--- config.mk ---
export PLATFORM = sky130hd
export DESIGN_NAME = dot_product_score_mapper_flat
export DESIGN_NICKNAME = d
export VERILOG_FILES = /design/src/dpsm_pkg.sv /design/src/dpsm_if.sv /design/src/dot_product_score_mapper.sv /design/src/dpsm_cfg.sv /design/src/dpsm_ctrl.sv /design/src/dpsm_dp.sv /design/src/flat_wrapper.sv
export SDC_FILE = /design/constraint.sdc
export NUM_CORES = 2
export LEC_CHECK = 0
export BUFFER_PORTS_ARGS = -buffer_cell sky130_fd_sc_hd__buf_2
export CAP_MARGIN = 25
export CORE_AREA = 2 2 366 368
export CTS_CLUSTER_DIAMETER = 60
export CTS_CLUSTER_SIZE = 20
export DETAILED_ROUTE_END_ITERATION = 6
export DIE_AREA = 0 0 368 370
export PLACE_DENSITY_LB_ADDON = 0.05
export SYNTH_ARGS = -nofsm -noshare
export SYNTH_HDL_FRONTEND = slang
export SYNTH_HIERARCHICAL = 1
export SYNTH_SLANG_ARGS = --single-unit
--- constraint.sdc ---
create_clock -name clk -period 9.7 [get_ports clk]
set_input_delay 0.485 -clock clk [delete_from_list [all_inputs] [get_ports clk]]
set_output_delay 0.485 -clock clk [all_outputs]
set_load 0.01 [all_outputs]
--- src/dpsm_pkg.sv ---
// ----------------------------------------------------------------------------
// dpsm_pkg
// Shared widths, register indexes, reset values and types for the score mapper.
// ----------------------------------------------------------------------------
package dpsm_pkg;

	localparam int ELEM_W  = 16;
	localparam int PROD_W  = 32;
	localparam int ACC_W   = 48;
	localparam int S_W     = 33;
	localparam int DIFF_W  = 34;
	localparam int SLOPE_W = 16;
	localparam int MUL_W   = 51;
	localparam int VSUM_W  = 52;
	localparam int V_W     = 29;
	localparam int PCT_W   = 45;
	localparam int SCORE_W = 16;
	localparam int IDX_W   = 3;

	localparam logic [IDX_W-1:0] REG_BOUND_ONE   = 3'd0;
	localparam logic [IDX_W-1:0] REG_BOUND_TWO   = 3'd1;
	localparam logic [IDX_W-1:0] REG_BOUND_THREE = 3'd2;
	localparam logic [IDX_W-1:0] REG_SLOPE_ZERO  = 3'd3;
	localparam logic [IDX_W-1:0] REG_SLOPE_ONE   = 3'd4;
	localparam logic [IDX_W-1:0] REG_SLOPE_TWO   = 3'd5;
	localparam logic [IDX_W-1:0] REG_SLOPE_THREE = 3'd6;

	localparam logic [15:0] RST_BOUND_ONE   = 16'd14090;
	localparam logic [15:0] RST_BOUND_TWO   = 16'd16384;
	localparam logic [15:0] RST_BOUND_THREE = 16'd18022;
	localparam logic [15:0] RST_SLOPE_ZERO  = 16'd1432;
	localparam logic [15:0] RST_SLOPE_ONE   = 16'd11703;
	localparam logic [15:0] RST_SLOPE_TWO   = 16'd16384;
	localparam logic [15:0] RST_SLOPE_THREE = 16'd910;

	localparam logic signed [ACC_W-1:0] ACC_MAX = {1'b0, {(ACC_W-1){1'b1}}};
	localparam logic signed [ACC_W-1:0] ACC_MIN = {1'b1, {(ACC_W-1){1'b0}}};

	localparam logic signed [DIFF_W-1:0] X_LOW  = -34'sd32768;
	localparam logic signed [DIFF_W-1:0] X_HIGH = 34'sd32768;

	localparam logic signed [V_W-1:0]    ONE_V    = 29'sd134217728;
	localparam logic signed [VSUM_W-1:0] ONE_WIDE = 52'sd134217728;
	localparam logic signed [15:0]       PCT_FULL = 16'sd25600;
	localparam logic signed [PCT_W-1:0]  PCT_HALF = 45'sd67108864;

	typedef struct packed {
		logic [2:0][ELEM_W-1:0]  bound;
		logic [3:0][SLOPE_W-1:0] slope;
	} cfg_t;

	typedef struct packed {
		logic load;
		logic mac;
		logic seg;
		logic diff;
		logic mul;
		logic clamp;
		logic pct;
	} cmd_t;

	// segment start levels, Q.27
	function automatic logic [V_W-1:0] seg_y(input logic [1:0] seg);
		logic [V_W-1:0] y;
		unique case (seg)
			2'd0: y = 29'd0;
			2'd1: y = 29'd67108864;
			2'd2: y = 29'd93952410;
			2'd3: y = 29'd120795955;
			default: y = 29'd0;
		endcase
		return y;
	endfunction

endpackage

--- src/dpsm_if.sv ---
// ----------------------------------------------------------------------------
// dpsm_if
// Valid/ready channels: element pairs in, scores out, register writes in.
// ----------------------------------------------------------------------------
interface dpsm_feat_if;
	import dpsm_pkg::*;
	logic                     valid;
	logic                     ready;
	logic signed [ELEM_W-1:0] elem_a;
	logic signed [ELEM_W-1:0] elem_b;
	logic                     last;
	modport source (output valid, elem_a, elem_b, last, input ready);
	modport sink   (input valid, elem_a, elem_b, last, output ready);
endinterface

interface dpsm_score_if;
	import dpsm_pkg::*;
	logic                      valid;
	logic                      ready;
	logic signed [SCORE_W-1:0] score_percent;
	modport source (output valid, score_percent, input ready);
	modport sink   (input valid, score_percent, output ready);
endinterface

interface dpsm_cfg_if;
	import dpsm_pkg::*;
	logic             valid;
	logic             ready;
	logic [IDX_W-1:0] index;
	logic [15:0]      data;
	modport source (output valid, index, data, input ready);
	modport sink   (input valid, index, data, output ready);
endinterface

--- src/dot_product_score_mapper.sv ---
// ----------------------------------------------------------------------------
// dot_product_score_mapper
// Dot product of two Q1.15 vectors mapped through a piecewise-linear curve.
// ----------------------------------------------------------------------------
// feat:  one element pair per beat (elem_a, elem_b, last). Pairs are taken
//        one per cycle while ready; products feed a 48-bit saturating sum.
// score: one beat per vector, score_percent in signed Q8.8, +-100%.
// cfg:   register writes, index 0..6 (breakpoints, then slopes), always
//        ready; unknown indexes are dropped. Write only while idle.
// After the beat marked last the result goes through MAC flush, segment
// select, offset, slope multiply, clamp and scaling. feat is not ready
// from the last beat until the scaling step has loaded the output register,
// so the next vector's pairs wait for that step.
// A result waiting on score does not block the next vector's pairs; only
// the following result's scaling step waits for the output register.
// Reset: accumulator cleared, registers at their calibration defaults,
// no score pending.
// ----------------------------------------------------------------------------
module dot_product_score_mapper (
	input  logic       clk,
	input  logic       arst_n,
	dpsm_feat_if.sink  feat,
	dpsm_score_if.source score,
	dpsm_cfg_if.sink   cfg
);
	import dpsm_pkg::*;

	cfg_t regs;
	cmd_t cmd;

	dpsm_cfg u_cfg (
		.clk    (clk),
		.arst_n (arst_n),
		.cfg    (cfg),
		.regs   (regs)
	);

	dpsm_ctrl u_ctrl (
		.clk         (clk),
		.arst_n      (arst_n),
		.feat_valid  (feat.valid),
		.feat_last   (feat.last),
		.feat_ready  (feat.ready),
		.score_valid (score.valid),
		.score_ready (score.ready),
		.cmd         (cmd)
	);

	dpsm_dp u_dp (
		.clk           (clk),
		.arst_n        (arst_n),
		.cmd           (cmd),
		.regs          (regs),
		.elem_a        (feat.elem_a),
		.elem_b        (feat.elem_b),
		.score_percent (score.score_percent)
	);

endmodule

--- src/dpsm_cfg.sv ---
// ----------------------------------------------------------------------------
// dpsm_cfg
// Calibration register file: breakpoints and slopes, written one beat at a time.
// ----------------------------------------------------------------------------
module dpsm_cfg (
	input  logic          clk,
	input  logic          arst_n,
	dpsm_cfg_if.sink      cfg,
	output dpsm_pkg::cfg_t regs
);
	import dpsm_pkg::*;

	cfg_t regs_q;

	assign cfg.ready = 1'b1;
	assign regs      = regs_q;

	always_ff @(posedge clk or negedge arst_n) begin
		if (!arst_n) begin
			regs_q.bound[0] <= RST_BOUND_ONE;
			regs_q.bound[1] <= RST_BOUND_TWO;
			regs_q.bound[2] <= RST_BOUND_THREE;
			regs_q.slope[0] <= RST_SLOPE_ZERO;
			regs_q.slope[1] <= RST_SLOPE_ONE;
			regs_q.slope[2] <= RST_SLOPE_TWO;
			regs_q.slope[3] <= RST_SLOPE_THREE;
		end else if (cfg.valid) begin
			unique case (cfg.index)
				REG_BOUND_ONE:   regs_q.bound[0] <= cfg.data;
				REG_BOUND_TWO:   regs_q.bound[1] <= cfg.data;
				REG_BOUND_THREE: regs_q.bound[2] <= cfg.data;
				REG_SLOPE_ZERO:  regs_q.slope[0] <= cfg.data;
				REG_SLOPE_ONE:   regs_q.slope[1] <= cfg.data;
				REG_SLOPE_TWO:   regs_q.slope[2] <= cfg.data;
				REG_SLOPE_THREE: regs_q.slope[3] <= cfg.data;
				default: ;
			endcase
		end
	end

endmodule

--- src/dpsm_ctrl.sv ---
// ----------------------------------------------------------------------------
// dpsm_ctrl
// Sequencer: streams pairs into the MAC, then steps the calibration datapath.
// ----------------------------------------------------------------------------
module dpsm_ctrl (
	input  logic          clk,
	input  logic          arst_n,
	input  logic          feat_valid,
	input  logic          feat_last,
	output logic          feat_ready,
	output logic          score_valid,
	input  logic          score_ready,
	output dpsm_pkg::cmd_t cmd
);
	import dpsm_pkg::*;

	localparam logic [2:0] ST_RUN   = 3'd0;
	localparam logic [2:0] ST_FLUSH = 3'd1;
	localparam logic [2:0] ST_SEG   = 3'd2;
	localparam logic [2:0] ST_DIFF  = 3'd3;
	localparam logic [2:0] ST_MUL   = 3'd4;
	localparam logic [2:0] ST_CLAMP = 3'd5;
	localparam logic [2:0] ST_PCT   = 3'd6;

	logic [2:0] state_q;
	logic [2:0] state_d;
	logic       prod_vld_q;
	logic       out_vld_q;
	logic       accept;
	logic       out_free;

	assign feat_ready  = (state_q == ST_RUN);
	assign accept      = feat_valid && feat_ready;
	assign score_valid = out_vld_q;
	assign out_free    = !out_vld_q || score_ready;

	always_comb begin
		cmd       = '0;
		cmd.load  = accept;
		cmd.mac   = prod_vld_q;
		cmd.seg   = (state_q == ST_SEG);
		cmd.diff  = (state_q == ST_DIFF);
		cmd.mul   = (state_q == ST_MUL);
		cmd.clamp = (state_q == ST_CLAMP);
		cmd.pct   = (state_q == ST_PCT) && out_free;
	end

	always_comb begin
		state_d = state_q;
		unique case (state_q)
			ST_RUN:   if (accept && feat_last) state_d = ST_FLUSH;
			ST_FLUSH: state_d = ST_SEG;
			ST_SEG:   state_d = ST_DIFF;
			ST_DIFF:  state_d = ST_MUL;
			ST_MUL:   state_d = ST_CLAMP;
			ST_CLAMP: state_d = ST_PCT;
			ST_PCT:   if (out_free) state_d = ST_RUN;
			default:  state_d = ST_RUN;
		endcase
	end

	always_ff @(posedge clk or negedge arst_n) begin
		if (!arst_n) begin
			state_q    <= ST_RUN;
			prod_vld_q <= 1'b0;
			out_vld_q  <= 1'b0;
		end else begin
			state_q    <= state_d;
			prod_vld_q <= accept;
			priority if (cmd.pct) out_vld_q <= 1'b1;
			else if (score_ready) out_vld_q <= 1'b0;
		end
	end

endmodule

--- src/dpsm_dp.sv ---
// ----------------------------------------------------------------------------
// dpsm_dp
// Datapath: product register, saturating 48-bit accumulator, segment select,
// slope multiply, clamp and percentage scaling.
// ----------------------------------------------------------------------------
module dpsm_dp (
	input  logic                           clk,
	input  logic                           arst_n,
	input  dpsm_pkg::cmd_t                 cmd,
	input  dpsm_pkg::cfg_t                 regs,
	input  logic signed [dpsm_pkg::ELEM_W-1:0] elem_a,
	input  logic signed [dpsm_pkg::ELEM_W-1:0] elem_b,
	output logic signed [dpsm_pkg::SCORE_W-1:0] score_percent
);
	import dpsm_pkg::*;

	logic signed [PROD_W-1:0]  p_s1;
	logic signed [ACC_W-1:0]   acc_q;
	logic signed [ACC_W:0]     sum;
	logic signed [ACC_W-1:0]   sum_sat;
	logic signed [S_W-1:0]     s;
	logic signed [S_W-1:0]     s_q;
	logic [1:0]                seg;
	logic [1:0]                seg_q;
	logic                      over;
	logic                      over_q;
	logic signed [DIFF_W-1:0]  s_ext;
	logic signed [DIFF_W-1:0]  x1;
	logic signed [DIFF_W-1:0]  x2;
	logic signed [DIFF_W-1:0]  x3;
	logic signed [DIFF_W-1:0]  x_start;
	logic signed [DIFF_W-1:0]  diff_q;
	logic [SLOPE_W-1:0]        k_q;
	logic [V_W-1:0]            y_q;
	logic signed [SLOPE_W:0]   k_s;
	logic signed [MUL_W-1:0]   m_q;
	logic signed [VSUM_W-1:0]  vsum;
	logic signed [V_W-1:0]     v_q;
	logic signed [PCT_W-1:0]   mp;
	logic signed [PCT_W-1:0]   t;
	logic signed [SCORE_W-1:0] score_q;

	assign sum = {acc_q[ACC_W-1], acc_q} + {{(ACC_W+1-PROD_W){p_s1[PROD_W-1]}}, p_s1};

	always_comb begin
		priority if (sum[ACC_W] != sum[ACC_W-1]) begin
			sum_sat = sum[ACC_W] ? ACC_MIN : ACC_MAX;
		end else begin
			sum_sat = sum[ACC_W-1:0];
		end
	end

	// floor of acc / 2^15
	assign s     = acc_q[ACC_W-1:ACC_W-S_W];
	assign s_ext = {{(DIFF_W-S_W){s[S_W-1]}}, s};
	assign x1    = {{(DIFF_W-ELEM_W){regs.bound[0][ELEM_W-1]}}, regs.bound[0]};
	assign x2    = {{(DIFF_W-ELEM_W){regs.bound[1][ELEM_W-1]}}, regs.bound[1]};
	assign x3    = {{(DIFF_W-ELEM_W){regs.bound[2][ELEM_W-1]}}, regs.bound[2]};

	always_comb begin
		over = 1'b0;
		priority if (s_ext <= x1) seg = 2'd0;
		else if (s_ext <= x2) seg = 2'd1;
		else if (s_ext <= x3) seg = 2'd2;
		else if (s_ext <= X_HIGH) seg = 2'd3;
		else begin
			seg  = 2'd3;
			over = 1'b1;
		end
	end

	always_comb begin
		unique case (seg_q)
			2'd0: x_start = X_LOW;
			2'd1: x_start = x1;
			2'd2: x_start = x2;
			2'd3: x_start = x3;
			default: x_start = X_LOW;
		endcase
	end

	assign k_s  = {1'b0, k_q};
	assign vsum = {{(VSUM_W-V_W){1'b0}}, y_q} + {m_q[MUL_W-1], m_q};
	assign mp   = v_q * PCT_FULL;
	assign t    = mp + PCT_HALF;

	assign score_percent = score_q;

	always_ff @(posedge clk or negedge arst_n) begin
		if (!arst_n) begin
			acc_q <= '0;
		end else begin
			priority if (cmd.seg) acc_q <= '0;
			else if (cmd.mac) acc_q <= sum_sat;
		end
	end

	always_ff @(posedge clk) begin
		if (cmd.load) p_s1 <= elem_a * elem_b;
		if (cmd.seg) begin
			s_q    <= s;
			seg_q  <= seg;
			over_q <= over;
		end
		if (cmd.diff) begin
			diff_q <= {{(DIFF_W-S_W){s_q[S_W-1]}}, s_q} - x_start;
			k_q    <= regs.slope[seg_q];
			y_q    <= seg_y(seg_q);
		end
		if (cmd.mul) m_q <= diff_q * k_s;
		if (cmd.clamp) begin
			priority if (over_q) v_q <= ONE_V;
			else if (vsum > ONE_WIDE) v_q <= ONE_V;
			else if (vsum < -ONE_WIDE) v_q <= -ONE_V;
			else v_q <= vsum[V_W-1:0];
		end
		if (cmd.pct) score_q <= t[SCORE_W+26:27];
	end

endmodule
--- src/flat_wrapper.sv ---
// flat-port wrapper written by rule: the top's interface ports become plain ports
module dot_product_score_mapper_flat import dpsm_pkg::*;
  (clk, arst_n, feat_valid, feat_elem_a, feat_elem_b, feat_last, feat_ready, score_valid, score_score_percent, score_ready, cfg_valid, cfg_index, cfg_data, cfg_ready);
  dpsm_feat_if feat_i ();
  dpsm_score_if score_i ();
  dpsm_cfg_if cfg_i ();
  input  logic clk;
  input  logic arst_n;
  input wire logic [$bits(feat_i.valid)-1:0] feat_valid;
  input wire logic [$bits(feat_i.elem_a)-1:0] feat_elem_a;
  input wire logic [$bits(feat_i.elem_b)-1:0] feat_elem_b;
  input wire logic [$bits(feat_i.last)-1:0] feat_last;
  output wire logic [$bits(feat_i.ready)-1:0] feat_ready;
  output wire logic [$bits(score_i.valid)-1:0] score_valid;
  output wire logic [$bits(score_i.score_percent)-1:0] score_score_percent;
  input wire logic [$bits(score_i.ready)-1:0] score_ready;
  input wire logic [$bits(cfg_i.valid)-1:0] cfg_valid;
  input wire logic [$bits(cfg_i.index)-1:0] cfg_index;
  input wire logic [$bits(cfg_i.data)-1:0] cfg_data;
  output wire logic [$bits(cfg_i.ready)-1:0] cfg_ready;
  assign feat_i.valid = feat_valid;
  assign feat_i.elem_a = feat_elem_a;
  assign feat_i.elem_b = feat_elem_b;
  assign feat_i.last = feat_last;
  assign feat_ready = feat_i.ready;
  assign score_valid = score_i.valid;
  assign score_score_percent = score_i.score_percent;
  assign score_i.ready = score_ready;
  assign cfg_i.valid = cfg_valid;
  assign cfg_i.index = cfg_index;
  assign cfg_i.data = cfg_data;
  assign cfg_ready = cfg_i.ready;
  dot_product_score_mapper u_core (.clk(clk), .arst_n(arst_n), .feat(feat_i), .score(score_i), .cfg(cfg_i));
endmodule
# Word level (Yosys, flattened, before mapping)
# Cells that the tools add are included.
[op_classes] addsub=4 mul=3 n_lt_le_gt_ge=7 eq_ne=18 mux=17 n_reduce_logical=22
[op_table] cell="$mux 48" n=4
[op_table] cell="$pmux 34 s4" n=1
[op_table] cell="$pmux 29 s4" n=1
[op_table] cell="$le 33x16->1" n=3
[op_table] cell="$add 30x51->52" n=1
[op_table] cell="$gt 52x29->1 const B" n=1
[op_table] cell="$lt 52x28->1 const B" n=1
[op_table] cell="$mul 34x17->51" n=1
[op_table] cell="$add 48x32->49" n=1
[op_table] cell="$add 43x28->43 const B" n=1
[op_table] cell="$sub 34x34->34" n=1
[op_table] cell="$le 33x17->1 const B" n=1
[op_table] cell="$mul 29x6->33 const B" n=1
[op_table] cell="$bmux 16 s2" n=1
[op_table] cell="$mul 16x16->32" n=1
[op_table] cell="$mux 29" n=1
[op_table] cell="$pmux 3 s7" n=1
[op_table] cell="$eq 3x3->1 const B" n=6
[op_table] cell="$mux 16" n=1
[op_table] cell="$reduce_and 2->1" n=8
[op_table] cell="$eq 3x2->1 const B" n=4
[op_table] cell="$eq 3x1->1 const B" n=2
[op_table] cell="$logic_not 3->1" n=2
[op_table] cell="$mux 3" n=2
[op_table] cell="14 further kinds" n=24
[totals] regBits=408 inputBits=57 out_inout_bits=19 elab_cells=94

# Logic depth before layout (Yosys ltp)
[logic_depth] depth_word=5 ltp_mapped=28 depth_no_buf=26

# Hierarchy
# Netlist, hierarchy kept.
[modules_own_cells] module="dpsm_dp" instances=1 cells_per_inst=5372 area_each_um2=49391.1 seq_area_each_um2=7747.4
[modules_own_cells] module="dpsm_cfg" instances=1 cells_per_inst=247 area_each_um2=4361.7 seq_area_each_um2=2849.0
[modules_own_cells] module="dpsm_ctrl" instances=1 cells_per_inst=26 area_each_um2=254.0 seq_area_each_um2=125.1

# Least setup slack after synthesis
# Ideal clock, no wire load.
[synth_timing] kind="flip-flop to flip-flop" start="register u_core.u_dp.k_q[8]" end="register u_core.u_dp.m_q[44], data pin" setup_time_ns=0.259 t_arrival_ns=6.536 required_ns=9.441 slack_ns=2.905 stages_incl_launch_ff=28 path_buffers=2 synth_period_minus_slack_ns=6.795 cell_sequence="edfxtp_1 -> clkbuf_1 -> clkbuf_1 -> nand2_1 -> fa_1 -> inv_1 -> fa_1 -> inv_1 -> fa_1 -> inv_1 -> fa_1 -> fa_1 -> inv_1 -> fa_1 -> inv_1 -> ha_1 -> a21o_1 -> a21o_1 -> a221o_1 -> o2bb2ai_1 -> a21oi_1 -> o2111ai_1 -> a31o_2 -> a2111oi_0 -> o21bai_1 -> nor2_1 -> a31oi_1 -> xnor2_1"
[synth_between] elab_chain_len=1
[synth_lines] element="from (decl)" line_no="dpsm_dp.sv:33" text="logic [SLOPE_W-1:0] k_q;"
[synth_lines] element="from (signal assigned)" line_no="dpsm_dp.sv:107" text="k_q <= regs.slope[seg_q];"
[synth_lines] element="$mul 34x17->51" line_no="dpsm_dp.sv:110" text="if (cmd.mul) m_q <= diff_q * k_s;"
[synth_lines] element="to (signal assigned)" line_no="dpsm_dp.sv:110"
[synth_lines] element="to (decl)" line_no="dpsm_dp.sv:36" text="logic signed [MUL_W-1:0] m_q;"
# Every way passes these cells.
# A chain may end at the register's enable or synchronous reset.

# Worst setup path after layout
[layout_timing] start="register u_core.u_dp.k_q[4]" end="register u_core.u_dp.m_q[49], data pin"
# Same word-level chain as after synthesis.

==> results list <==
- Setup slack after placement: 1.65 ns
- Leading cell type in the layout, fill and taps excluded: inv_1
- Final-layout fill cell count: 13,200
- At the pin with the least slew margin, the transition time is 1.05 ns.
* Number of H-tree branching levels: 2
* Critical Path Fanout Max: 18
- The congestion estimate from routability-driven global placement came to 0.853.
- Counting along the longest clock path gives a buffer depth of 3.
- Once the floorplan was initialized, standard cells occupied 40.8% of the core.
- Headroom to the max-slew limit came out at 29.9%.
* Library cell appearing most often on the critical path: fa_1
- The worst setup path is of the reg -> reg kind.
- The via count of the first global-routing pass is 40,500.
* Arrival time worst endpoint: just over 8 ns
- The die is 370 um tall.
- Ordered list of cells on the worst path: buf_4 > nand2_1 > fa_1 > fa_1 > fa_1 > inv_1 > fa_1 > fa_1 > inv_1 > fa_1 > inv_1 > ha_1 > a21oi_1 > o21bai_1 > a21oi_1 > nand3_1 > a2111oi_0 > nor3_1 > nand3_1 > a31oi_1 > and2_1 > a31oi_1 > o21ai_0 > xor2_1
- The top cell types in the final layout, fill and taps aside, are 1,148 x inv_1, 808 x fa_1, 670 x nand2_1.
* Total Die Area: 136,000 um2
- On the final layout, the worst clock skew is 0.0370 ns.
* Nature of the critical path startpoint: flip-flop
- The first routing iteration left 1,809 violations.
* TritonCTS buffer count: 41
- Post-Synthesis Cell Area: about 54,000 um2
- The die is 368 um wide.
* # clock sinks: 383
- Buffers placed on the I/O ports in this run total 74.
- Category of the worst setup path capture point: flip-flop
- Pin placement for this block handled 76 I/O pins.
- Static timing analysis puts the maximum clock frequency at between 100 and 150 MHz.
- Averaged over all synthesized cells, the footprint is 9.57 um2.
- Final Max Slew Viols: 0
* Layout area overhead: 7.22%
- Clock root cell: clkbuf_16
- Global-route wire length before repair: 235 mm
- Synthesis produced 5,645 cells.
- Clock-pin slew of the registers on the worst-case setup and hold paths: ~0.08 ns
* Initial antenna violation count: 9
* All-layer global routing usage: 22.2%
* Total number of vias: 37,700
- The min-delay analysis places its worst path in the category in -> reg.
* Total of endpoints with negative setup slack in the final report: 0
- The final-report hold violation count was 0.
- Antenna-violating nets left: 0
- Vias per cell: 5.08
* Largest area contributor in the synthesized netlist: fa_1
- STA puts the critical path data required time at 10.02 ns.
* Syn. warnings: 6
* Total half-perimeter wirelength after legalization and detailed placement: approximately 120 mm
* Synth top area share: 30.0%
* Number of enable flip-flop cells after synthesis: around 220
- Counting flops with an async set or reset pin after synthesis yields a share of between 40% and 50%.
* Ratio of cells with drive above 1 in the final layout: under 10%
- The first detailed-routing pass took 5 iterations.
* Largest net degree at the start of global routing: 64
* Family of cells with the greatest summed delay on the critical path: adder cells
* Clock tree from TritonCTS: done
* Post_cts resized: 0
* Min setup slack post-route: 1.74 ns
- Setup repair after global routing left no endpoint under its margin.
- In the final routed layout, each cell accounts on average for 19.9 um.
- Across the whole layout, storage elements account for 10,700 um2.
* Total wire length after detailed routing: 148 mm
- For this run, the leading register cell type out of synthesis is edfxtp_1.
- Share of the clock period used by the worst path after layout: 82.0%
- Crit path max-delay cell type: edfxtp_1
* Hold Worst Slack: ~0.23 ns
- Reported max-cap violation count: 0
- In the post-synthesis netlist, the biggest area contributors are fa_1 30%, edfxtp_1 12%, ha_1 11%.
* Register-to-Register Setup Slack: 1.74 ns
* Syn_nets: ~7,000
* Standard cell core area: 132,000 um2
- GR Overflow Total: 0
- The number of buffers and inverters on the critical path is 4.
- The smallest clock period supported by the final layout is computed as 7.96 ns.
- In this run, synthesis produced a sequential element count of 383.
- In this design, the stage delay of the slowest critical-path cell is ~0.9 ns.
- In the final layout, the multi-input gates occupy 38,300 um2.
- Yosys mapped the design onto roughly 110 distinct sky130hd cell types.
* Worst-skew pair later-pin latency: roughly 0.60 ns
- Share of the yosys chip area belonging to registers: 19.9%
* Fin nets: 6,979
- In this run the core area contains 134 standard-cell rows.
* Total negative slack for setup checks: 0 ns
- Result of the run: completed
- After detailed routing, the number of remaining DRC violations is 0.
==> worst paths after layout <==
check / cells past startpoint / from / end
max reg2reg: 24 / u_core/u_dp/k_q[4]$_DFFE_PP_ / u_core/u_dp/m_q[49]$_DFFE_PP_
max: 24 / u_core/u_dp/k_q[4]$_DFFE_PP_ / u_core/u_dp/m_q[49]$_DFFE_PP_
max in group asynchronous: 3 / arst_n / u_core/u_dp/acc_q[26]$_DFFE_PN0P_
min: 2 / cfg_data[5] / u_core/u_cfg/regs[5]$_DFFE_PN0P_
min in group asynchronous: 2 / arst_n / u_core/u_cfg/regs[88]$_DFFE_PN0P_
min reg2reg: 2 / u_core/u_dp/acc_q[0]$_DFFE_PN0P_ / u_core/u_dp/acc_q[0]$_DFFE_PN0P_
==> sequential cells by signal, summed over array words and instances (netlist names) <==
signal,cells
u_core/u_cfg/regs,112
u_core/u_dp/m_q,51
u_core/u_dp/acc_q,48
u_core/u_dp/diff_q,34
u_core/u_dp/s_q,33
u_core/u_dp/p_s1,32
u_core/u_dp/v_q,29
u_core/u_dp/k_q,16
u_core/u_dp/score_percent,16
u_core/u_dp/y_q,4
u_core/u_ctrl/state_q,3
u_core/u_dp/seg_q,2
u_core/u_ctrl/prod_vld_q,1
u_core/u_ctrl/score_valid,1
u_core/u_dp/over_q,1
==> kinds of logic (layout without fill, tap and decap cells) <==
group                    count (synthesis)  count (layout)  share of synthesized area [%]
AO/OA/AOI/OAI                          746             746                           8.92
adder cells (fa/ha/maj)               1296            1296                           41.3
buffers and inverters                 1341            1356                           9.48
other                                    1               3                        0.00694
XOR/XNOR                               222             222                           3.60
flip-flops                             383             383                           19.9
AND/OR/NAND/NOR                       1522            1522                           13.7
multiplexers                           134             134                           3.19
==> synthesized netlist by cell type, types with 6 or more instances <==
master     instances
a2111oi_0          7
a211oi_1          24
a21o_1           112
a21oi_1          207
a22oi_1           15
a311oi_1           6
a31o_2             7
a31oi_1           25
and2_1           328
and3_1            26
and4_1             7
buf_2             17
buf_4              7
clkbuf_1         161
dfrtp_1          128
dfstp_2           37
edfxtp_1         218
fa_1             808
ha_1             487
inv_1           1148
mux2_2           104
mux2_4            10
mux4_2            16
nand2_1          670
nand2b_1          38
nand3_1           51
nand3b_1           6
nand4_1           51
nor2_1           202
nor2b_1           41
nor3_1            34
nor4_1            20
nor4b_1            7
o2111ai_1          6
o211ai_1          16
o21a_1            33
o21ai_0          163
o21ai_1           20
o21bai_1          26
o31a_1             6
o31ai_1            7
or2_2              6
or3_1              6
xnor2_1          151
xor2_1            71
==> metal layers <==
layer | share of wire [%] | track usage [%] | vias to the layer above
li1 | - | - | 17900
met1 | 45 | 29.7 | 19000
met2 | 49 | 38.4 | 583
met3 | 3.5 | 2.65 | 184
met4 | 2.6 | 5.27 | 8
met5 | 0.039 | 0 | -
==> worst reg2reg max path, delay by kind of cell (launching register included) <==
kind,cells,cell delay [ns]
buffers and inverters,4,0.52
XOR/XNOR,1,0.15
flip-flops,1,0.90
AO/OA/AOI/OAI,7,1.84
AND/OR/NAND/NOR,5,0.87
adder cells (fa/ha/maj),7,3.41
==> per-stage QoR <==
step                      util, %  area [um2]  cells
after floorplan                 -       54000   5645
final                        43.7       57900   7430
after detailed placement     42.5       56300   7348
after global placement       42.5       56300   7345
after CTS                    43.7       57800   7425
after global routing         43.7       57900   7428
==> cell type report <==
cell class / count / area share, %
clock inverter: 28 / 0.549
inverter: 1149 / 7.45
antenna: 2 / 0.00864
timing repair buffer: 131 / 1.59
multi-input combinational: 3921 / 66.1
tap: 1768 / 3.82
clock buffer: 48 / 2.00
sequential: 383 / 18.5
==> timing repair <==
| item | CTS | global route |
|---|---|---|
| buffers inserted | 0 | 0 |
| hold buffers | 1 | 0 |
| endpoints found under the hold margin | 42 | 0 |
Power is left out: the tool's default activity adds up to more than one toggle a clock period on the data nets, which glitch-free logic cannot reach.
